$ cat src/hdl/grt_pkg.sv
// shared types, constants and helper functions for the gnss report throttle
// no dependencies; used by the interfaces and every module of the block
package grt_pkg;

  localparam int WINDOW_LEN = 100;

  localparam int SPEED_W = 14;
  localparam int RUN_W   = 8;
  localparam int CNT_W   = 16;
  localparam int KIND_W  = 2;
  localparam int CFG_IDX_W  = 2;
  localparam int CFG_DATA_W = 16;

  // window sum never holds more than WINDOW_LEN full-scale speeds
  localparam int SUM_W  = $clog2(WINDOW_LEN * (2 ** SPEED_W));
  localparam int FILL_W = $clog2(WINDOW_LEN + 1);

  // sum / WINDOW_LEN as a multiply by a rounded-up reciprocal; the shift is
  // wide enough that the reciprocal error stays below one part in WINDOW_LEN
  localparam int RECIP_SHIFT = SUM_W + $clog2(WINDOW_LEN) + 1;
  localparam longint RECIP   = ((64'd1 << RECIP_SHIFT) + WINDOW_LEN - 1) / WINDOW_LEN;
  localparam int RECIP_W     = $clog2(RECIP + 1);
  localparam int PROD_W      = SUM_W + RECIP_W;

  localparam logic [RUN_W-1:0] RUN_MAX = '1;
  localparam logic [CNT_W-1:0] CNT_MAX = '1;

  localparam logic [SPEED_W-1:0]    LOW_SPEED_RST = 14'd0;
  localparam logic [RUN_W-1:0]      STARTUP_RST   = 8'd10;
  localparam logic [CNT_W-1:0]      PERIOD_RST    = 16'd200;
  localparam logic [CNT_W-1:0]      ERR50_RST     = 16'd60;

  typedef enum logic [CFG_IDX_W-1:0] {
    REG_LOW_SPEED = 2'd0,
    REG_STARTUP   = 2'd1,
    REG_PERIOD    = 2'd2,
    REG_ERR50     = 2'd3
  } cfg_reg_t;

  typedef enum logic [KIND_W-1:0] {
    ERR_OTHER  = 2'd0,
    ERR_516    = 2'd1,
    ERR_50     = 2'd2,
    ERR_UNUSED = 2'd3
  } err_kind_t;

  typedef struct packed {
    logic [SPEED_W-1:0] low_speed_limit;
    logic [RUN_W-1:0]   startup_reports;
    logic [CNT_W-1:0]   forced_period;
    logic [CNT_W-1:0]   error50_limit;
  } cfg_t;

  typedef struct packed {
    logic               reply_ok;
    logic               fields_ok;
    logic [SPEED_W-1:0] speed_tenth_kmh;
    logic [KIND_W-1:0]  error_kind;
  } fix_t;

  typedef struct packed {
    logic               publish;
    logic [SPEED_W-1:0] mean_speed_tenth_kmh;
    logic               mean_updated;
    logic               restart_request;
    logic [CNT_W-1:0]   error50_count;
    logic [CNT_W-1:0]   error516_count;
  } result_t;

  // run counter step: advance while not past the limit, saturate at max
  function automatic logic [RUN_W-1:0] run_advance(logic [RUN_W-1:0] run,
                                                   logic [RUN_W-1:0] n);
    logic [RUN_W-1:0] res;
    res = run;
    if (run <= n && run != RUN_MAX) begin
      res = run + RUN_W'(1);
    end
    return res;
  endfunction

  function automatic logic [CNT_W-1:0] sat_inc(logic [CNT_W-1:0] cnt);
    logic [CNT_W-1:0] res;
    res = cnt;
    if (cnt != CNT_MAX) begin
      res = cnt + CNT_W'(1);
    end
    return res;
  endfunction

endpackage

$ cat src/hdl/grt_ifs.sv
// valid/ready channel interfaces for fix items, result items and config writes
// depends on grt_pkg for field widths
interface grt_in_if;
  logic                          valid;
  logic                          ready;
  logic                          reply_ok;
  logic                          fields_ok;
  logic [grt_pkg::SPEED_W-1:0]   speed_tenth_kmh;
  logic [grt_pkg::KIND_W-1:0]    error_kind;

  modport source (output valid, reply_ok, fields_ok, speed_tenth_kmh, error_kind,
                  input ready);
  modport sink   (input valid, reply_ok, fields_ok, speed_tenth_kmh, error_kind,
                  output ready);
endinterface

interface grt_out_if;
  logic                          valid;
  logic                          ready;
  logic                          publish;
  logic [grt_pkg::SPEED_W-1:0]   mean_speed_tenth_kmh;
  logic                          mean_updated;
  logic                          restart_request;
  logic [grt_pkg::CNT_W-1:0]     error50_count;
  logic [grt_pkg::CNT_W-1:0]     error516_count;

  modport source (output valid, publish, mean_speed_tenth_kmh, mean_updated,
                  restart_request, error50_count, error516_count,
                  input ready);
  modport sink   (input valid, publish, mean_speed_tenth_kmh, mean_updated,
                  restart_request, error50_count, error516_count,
                  output ready);
endinterface

interface grt_cfg_if;
  logic                            valid;
  logic                            ready;
  logic [grt_pkg::CFG_IDX_W-1:0]   reg_index;
  logic [grt_pkg::CFG_DATA_W-1:0]  wdata;

  modport source (output valid, reg_index, wdata, input ready);
  modport sink   (input valid, reg_index, wdata, output ready);
endinterface

$ cat src/hdl/grt_cfg_regs.sv
// configuration register bank, written through the cfg channel
// depends on grt_pkg and grt_cfg_if
module grt_cfg_regs (
  input  logic            clk,
  input  logic            rst_n,
  grt_cfg_if.sink         cfg_if,
  output grt_pkg::cfg_t   cfg
);

  grt_pkg::cfg_t cfg_r;
  grt_pkg::cfg_t cfg_nxt;
  logic          wr_en;

  assign cfg_if.ready = 1'b1;
  assign wr_en        = cfg_if.valid;
  assign cfg          = cfg_r;

  always_comb begin
    cfg_nxt = cfg_r;
    if (wr_en) begin
      unique case (grt_pkg::cfg_reg_t'(cfg_if.reg_index))
        grt_pkg::REG_LOW_SPEED:
          cfg_nxt.low_speed_limit = cfg_if.wdata[grt_pkg::SPEED_W-1:0];
        grt_pkg::REG_STARTUP:
          cfg_nxt.startup_reports = cfg_if.wdata[grt_pkg::RUN_W-1:0];
        grt_pkg::REG_PERIOD:
          cfg_nxt.forced_period = cfg_if.wdata[grt_pkg::CNT_W-1:0];
        grt_pkg::REG_ERR50:
          cfg_nxt.error50_limit = cfg_if.wdata[grt_pkg::CNT_W-1:0];
        default: cfg_nxt = cfg_r;
      endcase
    end
  end

  always_ff @(posedge clk) begin
    if (!rst_n) begin
      cfg_r.low_speed_limit <= grt_pkg::LOW_SPEED_RST;
      cfg_r.startup_reports <= grt_pkg::STARTUP_RST;
      cfg_r.forced_period   <= grt_pkg::PERIOD_RST;
      cfg_r.error50_limit   <= grt_pkg::ERR50_RST;
    end else begin
      cfg_r <= cfg_nxt;
    end
  end

endmodule

$ cat src/hdl/grt_engine.sv
// per-fix decision logic and tracking state: speed window, run counters,
// forced-publish phase and failure counters; depends on grt_pkg
module grt_engine (
  input  logic              clk,
  input  logic              rst_n,
  input  logic              fix_acc,
  input  grt_pkg::fix_t     fix,
  input  grt_pkg::cfg_t     cfg,
  output grt_pkg::result_t  res
);

  logic [grt_pkg::SUM_W-1:0]   sum_r,    sum_nxt;
  logic [grt_pkg::FILL_W-1:0]  fill_r,   fill_nxt;
  logic [grt_pkg::SPEED_W-1:0] mean_r,   mean_nxt;
  logic [grt_pkg::RUN_W-1:0]   sent_r,   sent_nxt;
  logic [grt_pkg::RUN_W-1:0]   slow_r,   slow_nxt;
  logic [grt_pkg::CNT_W-1:0]   phase_r,  phase_nxt;
  logic [grt_pkg::CNT_W-1:0]   f50_r,    f50_nxt;
  logic [grt_pkg::CNT_W-1:0]   f516_r,   f516_nxt;

  logic [grt_pkg::SUM_W-1:0]   sum_add;
  logic [grt_pkg::FILL_W-1:0]  fill_inc;
  logic                        window_done;
  logic [grt_pkg::PROD_W-1:0]  prod;
  logic [grt_pkg::SPEED_W-1:0] mean_calc;
  logic                        slow;
  logic [grt_pkg::CNT_W-1:0]   period;
  logic [grt_pkg::CNT_W:0]     phase_inc;

  assign sum_add     = sum_r + grt_pkg::SUM_W'(fix.speed_tenth_kmh);
  assign fill_inc    = fill_r + grt_pkg::FILL_W'(1);
  assign window_done = (fill_inc >= grt_pkg::FILL_W'(grt_pkg::WINDOW_LEN));
  // divide by the window length through the reciprocal
  assign prod        = grt_pkg::PROD_W'(sum_add) *
                       grt_pkg::PROD_W'(grt_pkg::RECIP);
  assign mean_calc   = grt_pkg::SPEED_W'(prod >> grt_pkg::RECIP_SHIFT);

  assign slow      = fix.fields_ok && (fix.speed_tenth_kmh <= cfg.low_speed_limit);
  assign period    = (cfg.forced_period == '0) ? grt_pkg::CNT_W'(1) : cfg.forced_period;
  assign phase_inc = {1'b0, phase_r} + (grt_pkg::CNT_W + 1)'(1);

  always_comb begin
    sum_nxt   = sum_r;
    fill_nxt  = fill_r;
    mean_nxt  = mean_r;
    sent_nxt  = sent_r;
    slow_nxt  = slow_r;
    phase_nxt = phase_r;
    f50_nxt   = f50_r;
    f516_nxt  = f516_r;
    res       = '0;

    if (fix.reply_ok) begin
      if (fix.fields_ok) begin
        if (window_done) begin
          sum_nxt          = '0;
          fill_nxt         = '0;
          mean_nxt         = mean_calc;
          res.mean_updated = 1'b1;
        end else begin
          sum_nxt  = sum_add;
          fill_nxt = fill_inc;
        end
      end else begin
        // unparsed fix clears the window and mean
        sum_nxt  = '0;
        fill_nxt = '0;
        mean_nxt = '0;
      end

      slow_nxt = slow ? grt_pkg::run_advance(slow_r, cfg.startup_reports) : '0;
      sent_nxt = grt_pkg::run_advance(sent_r, cfg.startup_reports);

      res.publish = (sent_nxt <= cfg.startup_reports) ||
                    (slow_nxt <= cfg.startup_reports) ||
                    (phase_r == '0);

      // phase also wraps when the period was lowered below it
      phase_nxt = (phase_inc >= {1'b0, period}) ? '0 : phase_inc[grt_pkg::CNT_W-1:0];

      f50_nxt  = '0;
      f516_nxt = '0;
    end else begin
      sum_nxt  = '0;
      fill_nxt = '0;
      mean_nxt = '0;
      sent_nxt = '0;
      slow_nxt = '0;
      unique case (grt_pkg::err_kind_t'(fix.error_kind))
        grt_pkg::ERR_516: f516_nxt = grt_pkg::sat_inc(f516_r);
        grt_pkg::ERR_50:  f50_nxt  = grt_pkg::sat_inc(f50_r);
        default: begin
          f50_nxt  = f50_r;
          f516_nxt = f516_r;
        end
      endcase
      res.restart_request = (f50_nxt >= cfg.error50_limit);
    end

    res.mean_speed_tenth_kmh = mean_nxt;
    res.error50_count        = f50_nxt;
    res.error516_count       = f516_nxt;
  end

  always_ff @(posedge clk) begin
    if (!rst_n) begin
      sum_r   <= '0;
      fill_r  <= '0;
      mean_r  <= '0;
      sent_r  <= '0;
      slow_r  <= '0;
      phase_r <= '0;
      f50_r   <= '0;
      f516_r  <= '0;
    end else if (fix_acc) begin
      sum_r   <= sum_nxt;
      fill_r  <= fill_nxt;
      mean_r  <= mean_nxt;
      sent_r  <= sent_nxt;
      slow_r  <= slow_nxt;
      phase_r <= phase_nxt;
      f50_r   <= f50_nxt;
      f516_r  <= f516_nxt;
    end
  end

endmodule

$ cat src/hdl/grt_out_buf.sv
// two-entry result buffer: two slots used in turn through write and read pointers
// depends on grt_pkg
module grt_out_buf (
  input  logic              clk,
  input  logic              rst_n,
  input  logic              push,
  input  grt_pkg::result_t  push_data,
  output logic              can_push,
  input  logic              pop,
  output logic              has_data,
  output grt_pkg::result_t  head
);

  grt_pkg::result_t slot_r [2];
  logic             wr_ptr_r, wr_ptr_nxt;
  logic             rd_ptr_r, rd_ptr_nxt;
  logic [1:0]       cnt_r,    cnt_nxt;

  assign can_push = (cnt_r != 2'd2);
  assign has_data = (cnt_r != 2'd0);
  assign head     = slot_r[rd_ptr_r];

  always_comb begin
    wr_ptr_nxt = push ? ~wr_ptr_r : wr_ptr_r;
    rd_ptr_nxt = pop  ? ~rd_ptr_r : rd_ptr_r;
    cnt_nxt    = cnt_r + 2'(push) - 2'(pop);
  end

  always_ff @(posedge clk) begin
    if (!rst_n) begin
      wr_ptr_r <= 1'b0;
      rd_ptr_r <= 1'b0;
      cnt_r    <= 2'd0;
    end else begin
      wr_ptr_r <= wr_ptr_nxt;
      rd_ptr_r <= rd_ptr_nxt;
      cnt_r    <= cnt_nxt;
    end
  end

  always_ff @(posedge clk) begin
    if (push) begin
      slot_r[wr_ptr_r] <= push_data;
    end
  end

endmodule

$ cat src/hdl/gnss_report_throttle_core.sv
// gnss report throttle: publish decision, windowed mean speed, failure counters
// depends on grt_pkg, grt_ifs, grt_cfg_regs, grt_engine and grt_out_buf
//
// Usage:
//   in_if carries one fix outcome per item (reply_ok, fields_ok, speed,
//   error_kind). Every accepted item yields exactly one result item on out_if
//   (publish flag, mean speed, window-complete flag, restart request and the
//   two failure counts).
//   cfg_if writes the four settings registers by index; it is always ready
//   and should only be used while no item is in flight.
//   A result is registered in the buffer when its fix item is accepted.
//   Throughput is one item per cycle while the buffer has room; the whole
//   engine decision and mean division (reciprocal multiply) are combinational.
//   Results pass through a two-entry buffer, so one more fix is taken while
//   a result waits; with both entries full in_if.ready drops until out_if
//   takes an item. Nothing is lost or repeated under stalls on either side.
//   Reset clears the window, mean, run counters, phase and failure counts,
//   empties the buffer and loads the settings defaults (low speed 0,
//   startup 10, period 200, error-50 limit 60).
module gnss_report_throttle_core (
  input  logic       clk,
  input  logic       rst_n,
  grt_in_if.sink     in_if,
  grt_out_if.source  out_if,
  grt_cfg_if.sink    cfg_if
);

  grt_pkg::cfg_t     cfg;
  grt_pkg::fix_t     fix;
  grt_pkg::result_t  res;
  grt_pkg::result_t  head;
  logic              fix_acc;
  logic              can_push;
  logic              has_data;
  logic              pop;

  assign fix.reply_ok        = in_if.reply_ok;
  assign fix.fields_ok       = in_if.fields_ok;
  assign fix.speed_tenth_kmh = in_if.speed_tenth_kmh;
  assign fix.error_kind      = in_if.error_kind;

  assign in_if.ready = can_push;
  assign fix_acc     = in_if.valid && can_push;
  assign pop         = has_data && out_if.ready;

  grt_cfg_regs u_cfg (
    .clk    (clk),
    .rst_n  (rst_n),
    .cfg_if (cfg_if),
    .cfg    (cfg)
  );

  grt_engine u_engine (
    .clk     (clk),
    .rst_n   (rst_n),
    .fix_acc (fix_acc),
    .fix     (fix),
    .cfg     (cfg),
    .res     (res)
  );

  grt_out_buf u_buf (
    .clk       (clk),
    .rst_n     (rst_n),
    .push      (fix_acc),
    .push_data (res),
    .can_push  (can_push),
    .pop       (pop),
    .has_data  (has_data),
    .head      (head)
  );

  assign out_if.valid                = has_data;
  assign out_if.publish              = head.publish;
  assign out_if.mean_speed_tenth_kmh = head.mean_speed_tenth_kmh;
  assign out_if.mean_updated         = head.mean_updated;
  assign out_if.restart_request      = head.restart_request;
  assign out_if.error50_count        = head.error50_count;
  assign out_if.error516_count       = head.error516_count;

endmodule
$ cat src/flat_wrapper.sv
// flat-port wrapper written by rule: the top's interface ports become plain ports
module gnss_report_throttle_core_flat 
  (clk, rst_n, in_if_valid, in_if_reply_ok, in_if_fields_ok, in_if_speed_tenth_kmh, in_if_error_kind, in_if_ready, out_if_valid, out_if_publish, out_if_mean_speed_tenth_kmh, out_if_mean_updated, out_if_restart_request, out_if_error50_count, out_if_error516_count, out_if_ready, cfg_if_valid, cfg_if_reg_index, cfg_if_wdata, cfg_if_ready);
  grt_in_if in_if_i ();
  grt_out_if out_if_i ();
  grt_cfg_if cfg_if_i ();
  input  logic clk;
  input  logic rst_n;
  input wire logic [$bits(in_if_i.valid)-1:0] in_if_valid;
  input wire logic [$bits(in_if_i.reply_ok)-1:0] in_if_reply_ok;
  input wire logic [$bits(in_if_i.fields_ok)-1:0] in_if_fields_ok;
  input wire logic [$bits(in_if_i.speed_tenth_kmh)-1:0] in_if_speed_tenth_kmh;
  input wire logic [$bits(in_if_i.error_kind)-1:0] in_if_error_kind;
  output wire logic [$bits(in_if_i.ready)-1:0] in_if_ready;
  output wire logic [$bits(out_if_i.valid)-1:0] out_if_valid;
  output wire logic [$bits(out_if_i.publish)-1:0] out_if_publish;
  output wire logic [$bits(out_if_i.mean_speed_tenth_kmh)-1:0] out_if_mean_speed_tenth_kmh;
  output wire logic [$bits(out_if_i.mean_updated)-1:0] out_if_mean_updated;
  output wire logic [$bits(out_if_i.restart_request)-1:0] out_if_restart_request;
  output wire logic [$bits(out_if_i.error50_count)-1:0] out_if_error50_count;
  output wire logic [$bits(out_if_i.error516_count)-1:0] out_if_error516_count;
  input wire logic [$bits(out_if_i.ready)-1:0] out_if_ready;
  input wire logic [$bits(cfg_if_i.valid)-1:0] cfg_if_valid;
  input wire logic [$bits(cfg_if_i.reg_index)-1:0] cfg_if_reg_index;
  input wire logic [$bits(cfg_if_i.wdata)-1:0] cfg_if_wdata;
  output wire logic [$bits(cfg_if_i.ready)-1:0] cfg_if_ready;
  assign in_if_i.valid = in_if_valid;
  assign in_if_i.reply_ok = in_if_reply_ok;
  assign in_if_i.fields_ok = in_if_fields_ok;
  assign in_if_i.speed_tenth_kmh = in_if_speed_tenth_kmh;
  assign in_if_i.error_kind = in_if_error_kind;
  assign in_if_ready = in_if_i.ready;
  assign out_if_valid = out_if_i.valid;
  assign out_if_publish = out_if_i.publish;
  assign out_if_mean_speed_tenth_kmh = out_if_i.mean_speed_tenth_kmh;
  assign out_if_mean_updated = out_if_i.mean_updated;
  assign out_if_restart_request = out_if_i.restart_request;
  assign out_if_error50_count = out_if_i.error50_count;
  assign out_if_error516_count = out_if_i.error516_count;
  assign out_if_i.ready = out_if_ready;
  assign cfg_if_i.valid = cfg_if_valid;
  assign cfg_if_i.reg_index = cfg_if_reg_index;
  assign cfg_if_i.wdata = cfg_if_wdata;
  assign cfg_if_ready = cfg_if_i.ready;
  gnss_report_throttle_core u_core (.clk(clk), .rst_n(rst_n), .in_if(in_if_i), .out_if(out_if_i), .cfg_if(cfg_if_i));
endmodule
$ cat config.mk
export PLATFORM = sky130hd
export DESIGN_NAME = gnss_report_throttle_core_flat
export DESIGN_NICKNAME = d
export VERILOG_FILES = /design/src/hdl/grt_pkg.sv /design/src/hdl/grt_ifs.sv /design/src/hdl/grt_cfg_regs.sv /design/src/hdl/grt_engine.sv /design/src/hdl/grt_out_buf.sv /design/src/hdl/gnss_report_throttle_core.sv /design/src/flat_wrapper.sv
export SDC_FILE = /design/constraint.sdc
export NUM_CORES = 1
export LEC_CHECK = 0
export BUFFER_PORTS_ARGS = -buffer_cell sky130_fd_sc_hd__buf_4
export CORE_MARGIN = 8
export CORE_UTILIZATION = 45
export CTS_CLUSTER_DIAMETER = 200
export DETAILED_ROUTE_END_ITERATION = 16
export GPL_ROUTABILITY_DRIVEN = 0
export SETUP_SLACK_MARGIN = 0.15
export SLEW_MARGIN = 25
export SYNTH_ARGS = -nofsm -noshare
export SYNTH_HDL_FRONTEND = slang
export SYNTH_SLANG_ARGS = --single-unit
$ cat constraint.sdc
create_clock -name clk -period 12.1 [get_ports clk]
set_input_delay 1.815 -clock clk [delete_from_list [all_inputs] [get_ports clk]]
set_output_delay 1.815 -clock clk [all_outputs]
set_load 0.01 [all_outputs]
* After elaboration in Yosys (flattened, before gate mapping)
Memories as Yosys holds them, arrays and structs flattened. A register that Yosys moved wholly into a read port is not among the register bits.
Cells that the tools add are included.
** Storage, ports and cells
- Bits in registers :: 164
- Memory bits (writable) :: 98
- Input bits :: 41
- Output and inout bits :: 52
- Logic and storage cells :: 96
- Memories kept :: 1
** Memory list
- u_core.u_buf.slot_r :: depth 2, width 49, read ports 1, clocked after Yosys merged registers in 1, wr ports 1, line grt_out_buf.sv:14 : grt_pkg::result_t slot_r [2];
** Operators by class
- Add/subtract/negate cells :: 9
- Multiply operators :: 1
- $lt $le $gt $ge :: 8
- Equality and inequality tests :: 10
- Mux-type cells :: 34
- Bitwise operators :: 2
- Reductions and logical operators :: 16
** Operator list (number)
- 16-bit two-way mux :: 9
- 21-bit two-way mux :: 3
- 8-bit two-way mux :: 7
- 21-bit by 22-bit multiplier with 42-bit output, second input constant :: 1
- 14-bit two-way mux :: 3
- 16-bit by 1-bit adder with 16-bit output, second input constant :: 2
- 8-bit <= comparator :: 4
- 16-bit zero test :: 2
- 16-bit != test, second input constant :: 2
- 21-bit by 14-bit adder with 21-bit output :: 1
- 7-bit two-way mux :: 3
- 16-bit by 1-bit adder with 17-bit output, second input constant :: 1
- 17-bit by 16-bit >= comparator with 1-bit output :: 1
- 8-bit by 1-bit adder with 8-bit output, second input constant :: 2
- 16-bit >= comparator :: 1
- 8-bit != test, second input constant :: 2
- 14-bit <= comparator :: 1
- 2-bit AND reduction :: 5
- 1-bit two-way mux :: 9
- 7-bit by 1-bit adder with 7-bit output, second input constant :: 1
- 7-bit >= comparator, second input constant :: 1
- 2-bit equality test, second input constant :: 3
- 1-bit logical AND :: 5
- 2-bit by 1-bit equality test with 1-bit output, second input constant :: 2
- 7 further kinds :: 9

* Longest topological paths before layout
Gate-level depths: netlist (run 1).
- Depth after elaboration :: 9
- Gate-level depth with buffers :: 35
- Mapped depth without buffers :: 35

* Hierarchy
A second synthesis (run 1) with hierarchy kept.
** Second synthesis, totals
- Cells, all modules :: 2282
- Area, all modules :: 22337.7 µm²
** By module, submodules not included
- grt_engine :: instances 1, cells each 1898, area each 16377.0 µm², seq. area each 2122.0 µm²
- grt_out_buf :: instances 1, cells each 173, area each 3806.2 µm², seq. area each 3042.9 µm²
- grt_cfg_regs :: instances 1, cells each 209, area each 2142.1 µm², seq. area each 1081.0 µm²
- gnss_report_throttle_core :: instances 1, cells each 2, area each 12.5 µm², seq. area each 0.0 µm²

* Worst setup path after synthesis (run 1)
No wires, ideal clock.
- Kind :: in2reg
- Start point :: input in_if_speed_tenth_kmh[0]
- End point :: memory u_core.u_buf.slot_r[0][47] (netlist name) (data pin)
- Library setup time :: 0.268 ns
- Arrival time :: 9.128 ns
- Required time :: 11.832 ns
- Path slack :: 2.704 ns
- Cell stages on the path :: 29
- Path buffers :: 0
- Cell sequence :: ha_1 inv_1 fa_1 nor2b_1 o31a_2 o2bb2ai_1 a21oi_2 nor2b_1 nand3_1 xnor2_1 ha_1 fa_1 fa_1 inv_1 fa_1 inv_1 fa_1 fa_1 ha_1 ha_1 and3_1 a221oi_1 a21oi_1 o21a_1 nand3_1 a32oi_1 xnor3_1 xnor2_1 a21oi_1
** RTL lines
- start, declared :: line flat_wrapper.sv:12 : input wire logic [$bits(in_if_i.speed_tenth_kmh)-1:0] in_if_speed_tenth_kmh;
- end, declared :: line grt_out_buf.sv:14

==> results of run 1 <==
-- worst paths after layout --
check	slack, ps	startpoint	cells past startpoint	to
min reg2reg	450	u_core.u_engine.sum_r[8]$_SDFFE_PN0P_	2	u_core.u_engine.sum_r[8]$_SDFFE_PN0P_
max	2240	in_if_speed_tenth_kmh[0]	30	u_core.u_buf.slot_r[0][47]$_DFFE_PP_
max reg2reg	3290	u_core.u_engine.sum_r[0]$_SDFFE_PN0P_	29	u_core.u_buf.slot_r[0][47]$_DFFE_PP_
min	450	u_core.u_engine.sum_r[8]$_SDFFE_PN0P_	2	u_core.u_engine.sum_r[8]$_SDFFE_PN0P_
-- layer usage --
metal	global-route usage, %	vias to the layer above	wire length [um]
li1	-	8058	-
met1	26.71	7866	25640
met2	30.56	362	24600
met3	3.148	70	2645
met4	5.411	2	1107
met5	0	-	13
-- kinds of logic after synthesis --
family	Yosys count	synth area share [%]
compound gates	399	11.72
xor+xnor	95	3.947
fa+ha+maj	454	31.11
buf+inv	413	7.229
simple gates	611	13.72
mux	72	3.620
flops	263	28.64
other cells	1	0.01719
-- power by group through the flow --
stage / logic [mW] / clock network [mW] / registers (mW)
after floorplan: 3.28 / 0 / 1.02
after global placement: 4.45 / 0 / 1.02
after detailed placement: 4.52 / 0 / 1.03
after CTS: 4.57 / 1.05 / 1.01
after global routing: 5.19 / 1.09 / 1.01
final: 4.53 / 1.02 / 1.01
-- stage by stage --
| step | area [sq um] | instances | util, % |
|---|---|---|---|
| global route | 24250 | 3017 | 50.78 |
| detailed placement | 23110 | 2958 | 48.41 |
| finish | 24250 | 3017 | 50.78 |
| floorplan | 21810 | 2308 | - |
| CTS | 24250 | 3017 | 50.78 |
| global placement | 23110 | 2958 | 48.40 |
-- worst max-delay path: cells and delay by family --
family / cells / cell delay (ps)
and+or+nand+nor: 5 / 1020
buffers and inverters: 4 / 260
adders and majority gates: 10 / 4220
AOI/OAI and AO/OA: 8 / 1580
xor gates and xnor gates: 3 / 1210
-- layout make-up --
cell class,count,area share [%]
flip-flops and latches,263,25.77
inverters,341,5.289
clock inverters,17,0.8256
multi-input cells,1632,57.78
well taps,615,3.174
clock buffers,42,3.850
repair buffers,107,3.313
-- sequential cells by signal (all words and copies together) (netlist names), named ones only --
signal and cells:
u_core.u_buf.cnt_r 2, u_core.u_buf.rd_ptr_r 1, u_core.u_buf.slot_r 98, u_core.u_buf.wr_ptr_r 1, u_core.u_cfg.cfg 54, u_core.u_engine.f50_r 16, u_core.u_engine.f516_r 16, u_core.u_engine.fill_r 7
u_core.u_engine.mean_r 14, u_core.u_engine.phase_r 16, u_core.u_engine.sent_r 8, u_core.u_engine.slow_r 8, u_core.u_engine.sum_r 21
-- synth_stat cells, types with 47 or more instances --
library cell and n:
inv_1 339, ha_1 307, nand2_1 209, dfxtp_1 165, fa_1 147, a21oi_1 141, nor2_1 141, edfxtp_1 98
nand3_1 63, o21ai_0 61, xnor2_1 59, mux2_2 51, clkbuf_1 47
==> impl_metrics.toml, run 1 <==
[run_status]
status = "complete, no violations"

[drt]
num_vias = 16360
detail_route.wl_per_cell_um = 17.90
drt_wl_total_um = 54010
drt_pass1_iterations = 5
drtIter0Drc = 1004
vias_per_cell = 5.422
drtAntennaViolNets = 0
post-route-drc-count = 0

[timing]
tightest_slew_ps = 965.9
setup_violations = 0
holdWs_ps = 453.0
fmax_mhz = 101.5
fin_crit_ps = 9855
hold_violations = 0
skew_ps = 26.10
timing.setup.tns_ps = 0
rsz0062_at_grt = "false"
finalCritPeriodShare_pct = 81.45
slew-limit-headroom_pct = 35.61
fin_ws_ps = 2245
slew_viol_final = 0

[setup_path]
cp-end-kind = "flip-flop"
required_ps = 12360
path_common_cell = "fa_1"
critical_path.slowest_cell = "xnor2_1"
start_kind = "input pin"
crit_path_max_incr_delay_ps = 630
arrival_ps = 10110
cp_max_fo = 7
critPathKind = "input pin to flip-flop"

[clocking]
clkLatencyLatePin_ps = 530
root_buffer = "clkbuf_16"
cts_resized = 0
cts_tree = "yes"
clock-sinks = 263
cts_buffers = 34
cts.path.max_buffers = 3
postCtsSetupBuffers = 0
cts-htree-levels = 2
ctsHoldBuffers = 0
path_clk_slew_ps = 60

[floorplanning]
std_cell_rows = 80
start_util_pct = 45.68
fp.dieW_um = 236.2
ioPinCount = 93
dieArea_sq_um = 55770
die_y_um = 236.2
coreArea_sq_um = 47750

[finish]
syn_to_final_growth_pct = 11.18
fill_cells = 4372
finalNetCount = 2874
seq_area_sq_um = 6247
multi_input_area_sq_um = 14010
n_antenna_cell = 0
drive_gt1_share_pct = 10.78
final_cell_mix = "inv_1, ha_1, nand2_1"
final_common_cell = "inv_1"

[placed_design]
dp_hpwl_um = 42450
dpl_worst_slack_ps = 1773
numPortBuffers = 91

[logic_synthesis]
syn_area_per_cell_sq_um = 9.450
synth-edff-count = 98
synth.area.top_cells = "ha_1, dfxtp_1, edfxtp_1, fa_1, inv_1"
yosys_warnings = 0
synth_ff_type = "dfxtp_1"
netlist_instances = 2308
syn_nets = 2803
synth_top_area_share_pct = 17.61
syn_area_sq_um = 21810
postSynth.asyncResetShare_pct = 0
ys_ff_latch = 263
seq_area_frac_synth_pct = 28.64
synth_top_area_cell = "ha_1"
synth_cell_type_count = 96

[grt]
grt_use_total_pct = 19.19
grt_pass1_wl_um = 87610
antenna_found_initial = 1
grt_max_degree = 59
grt_overflow = 0
grt_pass1_vias = 16270

[run]
drv_cap = 0

[power]
power.total_mw = 6.559
switching_share_pct = 45.86
p_sw_mw = 3.008
pwr-share-clk_pct = 15.6
p_seq_share_pct = 15.4
p_comb_share_pct = 69.1
intPower_mw = 3.551
powerDensity_nw_per_um2 = 270.5
worst_ir_drop_vdd_mv = 0.4108
p_leak_nw = 11.17

[hold_path]
holdCritPathClass = "flip-flop to flip-flop"
Note: power is estimated with default switching activity, not from simulation.
==> inputs of run 2 (changes only) <==
--- a/config.mk
+++ b/config.mk
@@ -5,6 +5,7 @@
 export SDC_FILE = /design/constraint.sdc
 export NUM_CORES = 1
 export LEC_CHECK = 0
+export ABC_AREA = 1
 export BUFFER_PORTS_ARGS = -buffer_cell sky130_fd_sc_hd__buf_4
 export CORE_MARGIN = 8
 export CORE_UTILIZATION = 45
==> constraint.sdc (replaced) <==
create_clock -name clk -period 9.7 [get_ports clk]
set_input_delay 1.455 -clock clk [delete_from_list [all_inputs] [get_ports clk]]
set_output_delay 1.455 -clock clk [all_outputs]
set_load 0.01 [all_outputs]
==> impl_metrics.toml, run 2 <==
[drt]
drtAntennaViolNets = 0
post-route-drc-count = 0
detail_route.wl_per_cell_um = 16.48
num_vias = 18140
drtIter0Drc = 1409
drt_wl_total_um = 58260
drt_pass1_iterations = 9
vias_per_cell = 5.132

[logic_synthesis]
syn_area_per_cell_sq_um = 8.234
yosys.cell_count.top_type = "inv_1"
syn_nets = 3256
seq_area_frac_synth_pct = 27.47
netlist_instances = 2761
synth_top_area_cell = "ha_1"
synth.area.top_cells = "ha_1, dfxtp_1, edfxtp_1, fa_1, inv_1"
yosys-top-cells-count = "inv_1, nand2_1, ha_1"
synth_ff_type = "dfxtp_1"
yosys_warnings = 0
ys_ff_latch = 263
synth-edff-count = 98
synth_cell_type_count = 60
postSynth.asyncResetShare_pct = 0
synth_top_area_share_pct = 16.90
syn_area_sq_um = 22730

[clocking]
root_buffer = "clkbuf_16"
clkLatencyLatePin_ps = 580
cts.path.max_buffers = 3
ctsHoldBuffers = 0
clock-sinks = 263
cts-htree-levels = 1
cts_buffers = 30
cts_resized = 0
postCtsSetupBuffers = 0
cts_tree = "yes"
path_clk_slew_ps = 60

[setup_path]
crit_path_max_incr_delay_ps = 550
cp-end-kind = "flip-flop"
arrival_ps = 8850
critPathKind = "input pin to flip-flop"
start_kind = "input pin"
cp-startpoint = "in_if_speed_tenth_kmh[0]"
path_common_cell = "nand2_1"
required_ps = 10040
reg2reg_from = "u_core.u_engine.sum_r[0]$_SDFFE_PN0P_"
critical_path.slowest_cell = "fa_1"
cp_max_fo = 8

[floorplanning]
die_y_um = 240.8
coreArea_sq_um = 50070
std_cell_rows = 82
ioPinCount = 93
start_util_pct = 45.41
dieArea_sq_um = 57970
fp.dieW_um = 240.8

[timing]
slew-limit-headroom_pct = 43.36
finalCritPeriodShare_pct = 87.76
fmax_mhz = 117.5
setup_violations = 0
hold_violations = 0
rsz0062_at_grt = "false"
tightest_slew_ps = 849.6
timing.setup.tns_ps = 0
fin_crit_ps = 8513
slew_viol_final = 0
skew_ps = 28.19

[grt]
antenna_found_initial = 0
grt_max_degree = 91
grt_pass1_vias = 17830
grt_pass1_wl_um = 94050
grt_use_total_pct = 19.93
grt_overflow = 0

[hold_path]
holdCritPathClass = "flip-flop to flip-flop"
hp-start = "u_core.u_buf.rd_ptr_r$_SDFFE_PN0P_"

[finish]
final_cell_mix = "inv_1, nand2_1, ha_1"
drive_gt1_share_pct = 8.491
final_common_cell = "inv_1"
finalNetCount = 3337
largest_reg_flops = 98
syn_to_final_growth_pct = 10.55
n_antenna_cell = 0
largest_register = "u_core.u_buf.slot_r"

[placed_design]
numPortBuffers = 91
dp_hpwl_um = 46880

[run]
drv_cap = 0

[run_status]
status = "complete, no violations"
[run 2: changes by cell type after synthesis, moves of 19 or more]
| cell | before | now |
|---|---|---|
| o21a_1 | 31 | 2 |
| nand3_1 | 63 | 102 |
| o21ai_0 | 61 | 144 |
| inv_1 | 339 | 567 |
| a21o_1 | 34 | 13 |
| and3_1 | 25 | 0 |
| nand2_1 | 209 | 439 |
| mux2i_1 | 20 | 1 |
| nor2b_1 | 19 | 0 |
| xnor2_1 | 59 | 15 |
| xor2_1 | 33 | 58 |
| a21oi_1 | 141 | 235 |
[run 2: path summary, 6_finish.rpt]
path | end | slack [ps] | cells past startpoint
setup / recovery | u_core.u_buf.slot_r[0][46]$_DFFE_PP_ | 1190 | 35
hold / removal | flip-flop | 460 | 1
setup reg to reg | u_core.u_buf.slot_r[0][46]$_DFFE_PP_ | 1790 | 34
hold reg to reg | flip-flop | 460 | 1
[run 2: logic make-up (layout without fill, tap and decap cells)]
| family | after synthesis | after routing | share of synthesized area [%] |
|---|---|---|---|
| AOI/OAI and AO/OA | 458 | 458 | 10.95 |
| muxes | 50 | 50 | 2.471 |
| and+or+nand+nor | 823 | 823 | 15.76 |
| other | 1 | 1 | 0.01649 |
| DFF | 263 | 263 | 27.47 |
| buffers and inverters | 639 | 740 | 10.68 |
| xor gates and xnor gates | 73 | 73 | 2.812 |
| adders and majority gates | 454 | 454 | 29.84 |
[run 2: stage by stage]
stage	instances	hold slack, ps	utilization (%)	setup slack, ps	area, sq um
2_1_floorplan	2761	425.7	-	1287	22730
4_1_cts	3534	462.4	50.20	1216	25130
6_report	3534	460.9	50.20	1187	25130
5_1_grt	3534	481.4	50.20	746.0	25130
3_3_place_gp	3482	438.5	48.27	802.2	24170
3_5_place_dp	3482	447.5	48.27	589.5	24170
[run 2: layout make-up]
cell class / instances / area, sq um
Inverter: 577 / 2166
Tap cell: 672 / 840.8
Clock buffer: 45 / 878.3
Fill cell: 4837 / 24940
Sequential cell: 263 / 6247
Multi-Input combinational cell: 1859 / 14080
Timing Repair Buffer: 111 / 833.3
Clock inverter: 7 / 86.33
[run 2: metal layers]
metal | vias up | wire length, um | global-route usage [%]
met3 | 85 | 2806 | 2.363
met4 | 0 | 1389 | 4.988
li1 | 9126 | - | -
met2 | 393 | 25890 | 31.95
met5 | - | 0 | 0
met1 | 8531 | 28170 | 28.43
[run 2: worst max-delay path: cells and delay by family]
kind	cells	cell delay, ps
adder cells (fa/ha/maj)	10	4000
XOR/XNOR	2	470
AND/OR/NAND/NOR	14	2090
AO/OA/AOI/OAI	2	270
buffers and inverters	7	550
Power of run 2 is not shown: default switching activity piles up to over one toggle a cycle in this logic, so the estimate is an artifact.
